--- src/rtl/rau_pkg.sv ---
// rau_pkg: shared types and constants for the rational arithmetic unit
// no dependencies
package rau_pkg;

  localparam logic [2:0] KIND_ADD    = 3'd0;
  localparam logic [2:0] KIND_SUB    = 3'd1;
  localparam logic [2:0] KIND_MUL    = 3'd2;
  localparam logic [2:0] KIND_DIV    = 3'd3;
  localparam logic [2:0] KIND_INV    = 3'd4;
  localparam logic [2:0] KIND_RED    = 3'd5;

  // datapath step commands
  localparam logic [2:0] CMD_IDLE    = 3'd0;
  localparam logic [2:0] CMD_LOAD    = 3'd1;
  localparam logic [2:0] CMD_MUL     = 3'd2;
  localparam logic [2:0] CMD_COMBINE = 3'd3;
  localparam logic [2:0] CMD_GCD     = 3'd4;
  localparam logic [2:0] CMD_DIVIDE  = 3'd5;
  localparam logic [2:0] CMD_FINISH  = 3'd6;

  typedef struct packed {
    logic [2:0] op;
    logic       div_start;
  } rau_cmd_t;

  typedef struct packed {
    logic div_busy;
    logic rem_zero;
    logic skip_gcd;
  } rau_status_t;

endpackage

--- src/rtl/rau_ctrl.sv ---
// rau_ctrl: sequencer for load, multiply, euclid loop, reduction and output
// depends on rau_pkg
module rau_ctrl (
  input  logic                 clk,
  input  logic                 rst,
  input  logic                 in_valid,
  output logic                 in_stall,
  output logic                 out_valid,
  input  logic                 out_stall,
  output rau_pkg::rau_cmd_t    cmd,
  input  rau_pkg::rau_status_t status
);

  localparam logic [3:0] S_IDLE  = 4'd0;
  localparam logic [3:0] S_MUL   = 4'd1;
  localparam logic [3:0] S_COMB  = 4'd2;
  localparam logic [3:0] S_GTST  = 4'd3;
  localparam logic [3:0] S_GWAIT = 4'd4;
  localparam logic [3:0] S_CHK   = 4'd5;
  localparam logic [3:0] S_DWAIT = 4'd6;
  localparam logic [3:0] S_D2    = 4'd7;
  localparam logic [3:0] S_FIN   = 4'd8;
  localparam logic [3:0] S_OUT   = 4'd9;

  logic [3:0] state, state_next;
  logic       first, first_next;

  assign in_stall  = (state != S_IDLE);
  assign out_valid = (state == S_OUT);

  always_comb begin
    state_next = state;
    first_next = first;
    cmd.op = rau_pkg::CMD_IDLE;
    cmd.div_start = 1'b0;
    case (state)
      S_IDLE: if (in_valid) begin
        cmd.op = rau_pkg::CMD_LOAD;
        state_next = S_MUL;
      end
      S_MUL: begin
        cmd.op = rau_pkg::CMD_MUL;
        state_next = S_COMB;
      end
      S_COMB: begin
        cmd.op = rau_pkg::CMD_COMBINE;
        state_next = S_GTST;
      end
      S_GTST: begin
        // remainder zero: leave x holding the gcd
        if (status.rem_zero) state_next = S_CHK;
        else begin
          cmd.op = rau_pkg::CMD_GCD;
          cmd.div_start = 1'b1;
          state_next = S_GWAIT;
        end
      end
      S_GWAIT: begin
        cmd.op = rau_pkg::CMD_GCD;
        if (!status.div_busy) state_next = S_GTST;
      end
      S_CHK: begin
        // gcd in x; also covers both-zero case
        if (status.skip_gcd) state_next = S_FIN;
        else begin
          cmd.op = rau_pkg::CMD_DIVIDE;
          cmd.div_start = 1'b1;
          first_next = 1'b1;
          state_next = S_DWAIT;
        end
      end
      S_DWAIT: begin
        cmd.op = rau_pkg::CMD_DIVIDE;
        if (!status.div_busy) state_next = first ? S_D2 : S_FIN;
      end
      S_D2: begin
        cmd.op = rau_pkg::CMD_DIVIDE;
        cmd.div_start = 1'b1;
        first_next = 1'b0;
        state_next = S_DWAIT;
      end
      S_FIN: begin
        cmd.op = rau_pkg::CMD_FINISH;
        state_next = S_OUT;
      end
      S_OUT: if (!out_stall) state_next = S_IDLE;
      default: state_next = S_IDLE;
    endcase
  end

  always_ff @(posedge clk) begin
    if (rst) begin
      state <= S_IDLE;
      first <= 1'b0;
    end else begin
      state <= state_next;
      first <= first_next;
    end
  end

endmodule

--- config.mk ---
export PLATFORM = sky130hd
export DESIGN_NAME = rau_ctrl
export DESIGN_NICKNAME = d
export VERILOG_FILES = /design/src/rtl/rau_pkg.sv /design/src/rtl/rau_ctrl.sv
export SDC_FILE = /design/constraint.sdc
export NUM_CORES = 1
export LEC_CHECK = 0
export ABC_AREA = 0
export BUFFER_PORTS_ARGS = -buffer_cell sky130_fd_sc_hd__buf_2
export CORE_AREA = 2 2 39 41
export DETAILED_ROUTE_END_ITERATION = 10
export DIE_AREA = 0 0 41 43
export HOLD_SLACK_MARGIN = 0.1
export SYNTH_ARGS = -nofsm -noshare
export SYNTH_HDL_FRONTEND = slang
export SYNTH_SLANG_ARGS = --single-unit
--- constraint.sdc ---
create_clock -name clk -period 2.8 [get_ports clk]
set_input_delay 0.28 -clock clk [delete_from_list [all_inputs] [get_ports clk]]
set_output_delay 0.28 -clock clk [all_outputs]
set_load 0.01 [all_outputs]
==> flow_metrics.tcl <==
set metrics [dict create \
    fin_skew_ns 0.00409 \
    syn_to_final_growth_pct 11.8 \
    hold_path_class "input pin to register" \
    hpwlAfterDp_um 729 \
    rsz0062_at_grt "false" \
    maxSlewViolCount 0 \
    layout_setup_ws_ns 0.941 \
    htreeDepth 1 \
    grt_pass1_vias 381 \
    grt_start_max_net_pins 21 \
    hold_violations 0 \
    drive_above_1_share 0.267 \
    cp_slowest_cell "dfxtp_1" \
    viasPerCell 5.34 \
    worst-endpoint-required_ns 2.52 \
    cts_tree "yes" \
    drt_iter0_drc 6 \
    synth_seq_cells 5 \
    cts-root-buf "clkbuf_4" \
    synth-async-reset-ratio 0 \
    yosys_warnings 0 \
    clk-insertion-delay-late_ns 0.24 \
    power.density_mw_per_mm2 440 \
    avgSynthCellArea_um2 7.53 \
    cts.path.max_buffers 2 \
    drt-total-wl_um 976 \
    vias 486 \
    cp_data_arrival_time_ns 1.58 \
    setup_violations 0 \
    ys_types 31 \
    core_mm2 0.00138 \
    dieArea_mm2 0.00176 \
    cts_inserted_buffers 3 \
    slew_headroom 0.596 \
    ys_seq_area_frac 0.205 \
    cp_slowest_stage_delay_ns 0.65 \
    antenna_found_initial 0 \
    cp-start-kind "register" \
    placed_area_um2 520 \
    port_buffers 12 \
    worstSetupEndpointType "primary output" \
    gr-usage-all-layers 0.125 \
    dpl.cell_count 87 \
    vdd_drop_max_v 0.000214 \
    syn_area_um2 489 \
    synth_top_cell_by_area "dfxtp_1" \
    syn_inst 65 \
    detail-route-antenna-nets 0 \
    fin_crit_ns 1.86 \
    clock_sinks 5 \
    dp_slack_ns 1.19 \
    synthTopCellsByArea "dfxtp_1 20%, buf_6 6.9%, a21oi_1 6.1%" \
    path_class "register to primary output" \
    first_pass_iters 4 \
    synth_edf_count 0 \
    fin_crit_sh 0.664 \
    pin_count 13 \
    ctsResizeCount 0 \
    tns_ns 0 \
    layoutNonFillerInstCount 91 \
    fmax_mhz 538 \
    outcome "finished, final reports clean" \
    cts_setup_buffers 0 \
    initial_utilization 0.354 \
    synth_fp_nets 72 \
    path_clk_slew_ns 0.04 \
    stdcell_area_um2 547 \
    fp.dieH_um 43 \
    worstPathMaxFanout 18 \
    wl_per_cell_um 10.7 \
    fin_hold_ws_ns 0.279 \
    antenna_cells 0 \
    tightest_slew_ns 0.605 \
    synth_top_area_frac 0.205 \
    ys.flop_type "dfxtp_1" \
    path_cells "nor2b_1, a21oi_1, o22ai_1, buf_2" \
    grt_overflow_total 0 \
    cap_violations 0 \
    die-width_um 41 \
    drc_errors 0 \
    fin_nets 83 \
    rows 14 \
    cts_hold_buf 0 \
    grt_first_pass_wirelength_um 1560 \
    p_leak_nw 0.237 \
    gp_congestion 0.747 \
]
==> cells in the mapped netlist (all sizes together) (2+ instances only) <==
master,instances
o21ai,7
a21oi,6
buf,6
dfxtp,5
nand2,5
nor2,5
nor2b,4
nand2b,3
a21o,2
and3,2
inv,2
nor4,2
o31ai,2
==> layout make-up <==
cell class                 count  area [um^2]
fill                         148          837
multi-input combinational     52          333
sequential                     5          100
timing repair buffer          12         60.1
clock buffer                   4         26.3
tap                           16         20.0
inverter                       2         7.51
==> cell usage in the layout (no fill, tap or decap), types with 2 or more instances in the layout <==
master | synthesis | layout
a21oi_1 | 6 | 6
o21ai_0 | 6 | 6
nor4_1 | 2 | 2
nor2_1 | 4 | 4
nand2b_1 | 3 | 3
a21o_1 | 2 | 2
buf_2 | 3 | 12
nand2_1 | 5 | 5
dfxtp_1 | 5 | 5
nor2b_1 | 4 | 4
clkbuf_4 | 0 | 3
inv_1 | 2 | 2
and3_1 | 2 | 2
==> critical path: cells and delay by family (launching register included) <==
| family | cells | cell delay, ns |
|---|---|---|
| AOI/OAI and AO/OA | 2 | 0.22 |
| and+or+nand+nor | 1 | 0.31 |
| buffers and inverters | 1 | 0.15 |
| DFF | 1 | 0.65 |
==> layer usage <==
layer	wire (um)	part of all wire	GRT usage	up-vias
met3	49	0.050	0.0314	0
met4	0	0	0.0400	0
li1	-	-	-	260
met5	0	0	0	-
met1	465	0.48	0.155	215
met2	461	0.47	0.200	11
==> kinds of logic (layout without fill, tap and decap cells) <==
logic type,count (synthesis),in the layout,synth area share
muxes,1,1,0.0205
and+or+nand+nor,24,24,0.269
DFF,5,5,0.205
buffers and inverters,8,18,0.115
AOI/OAI and AO/OA,26,26,0.373
xor gates and xnor gates,1,1,0.0179
==> registers in the layout, summed over array words and instances (netlist names) <==
name and flops:
first 1, state 4
==> through the flow <==
| stage | power (mW) | util |
|---|---|---|
| 2_1_floorplan | 0.146 | - |
| 4_1_cts | 0.244 | 0.395 |
| 6_report | 0.241 | 0.395 |
| 5_1_grt | 0.259 | 0.395 |
| 3_3_place_gp | 0.162 | 0.376 |
| 3_5_place_dp | 0.162 | 0.376 |
==> where the power goes <==
part / switching (mW) / internal [mW] / leakage (nW)
Sequential: 0.0173 / 0.0755 / 0.0407
Combinational: 0.0330 / 0.0345 / 0.182
Clock: 0.0266 / 0.0537 / 0.0150
==> worst paths after layout <==
path,endpoint,cells after the start,slack [ns],start
max,cmd[3],4,0.94,state[2]
min reg2reg,first,2,0.56,first
max reg2reg,state[0],3,1.30,state[0]
min,state[0],2,0.28,rst
Note: power is estimated with default switching activity, not from simulation.
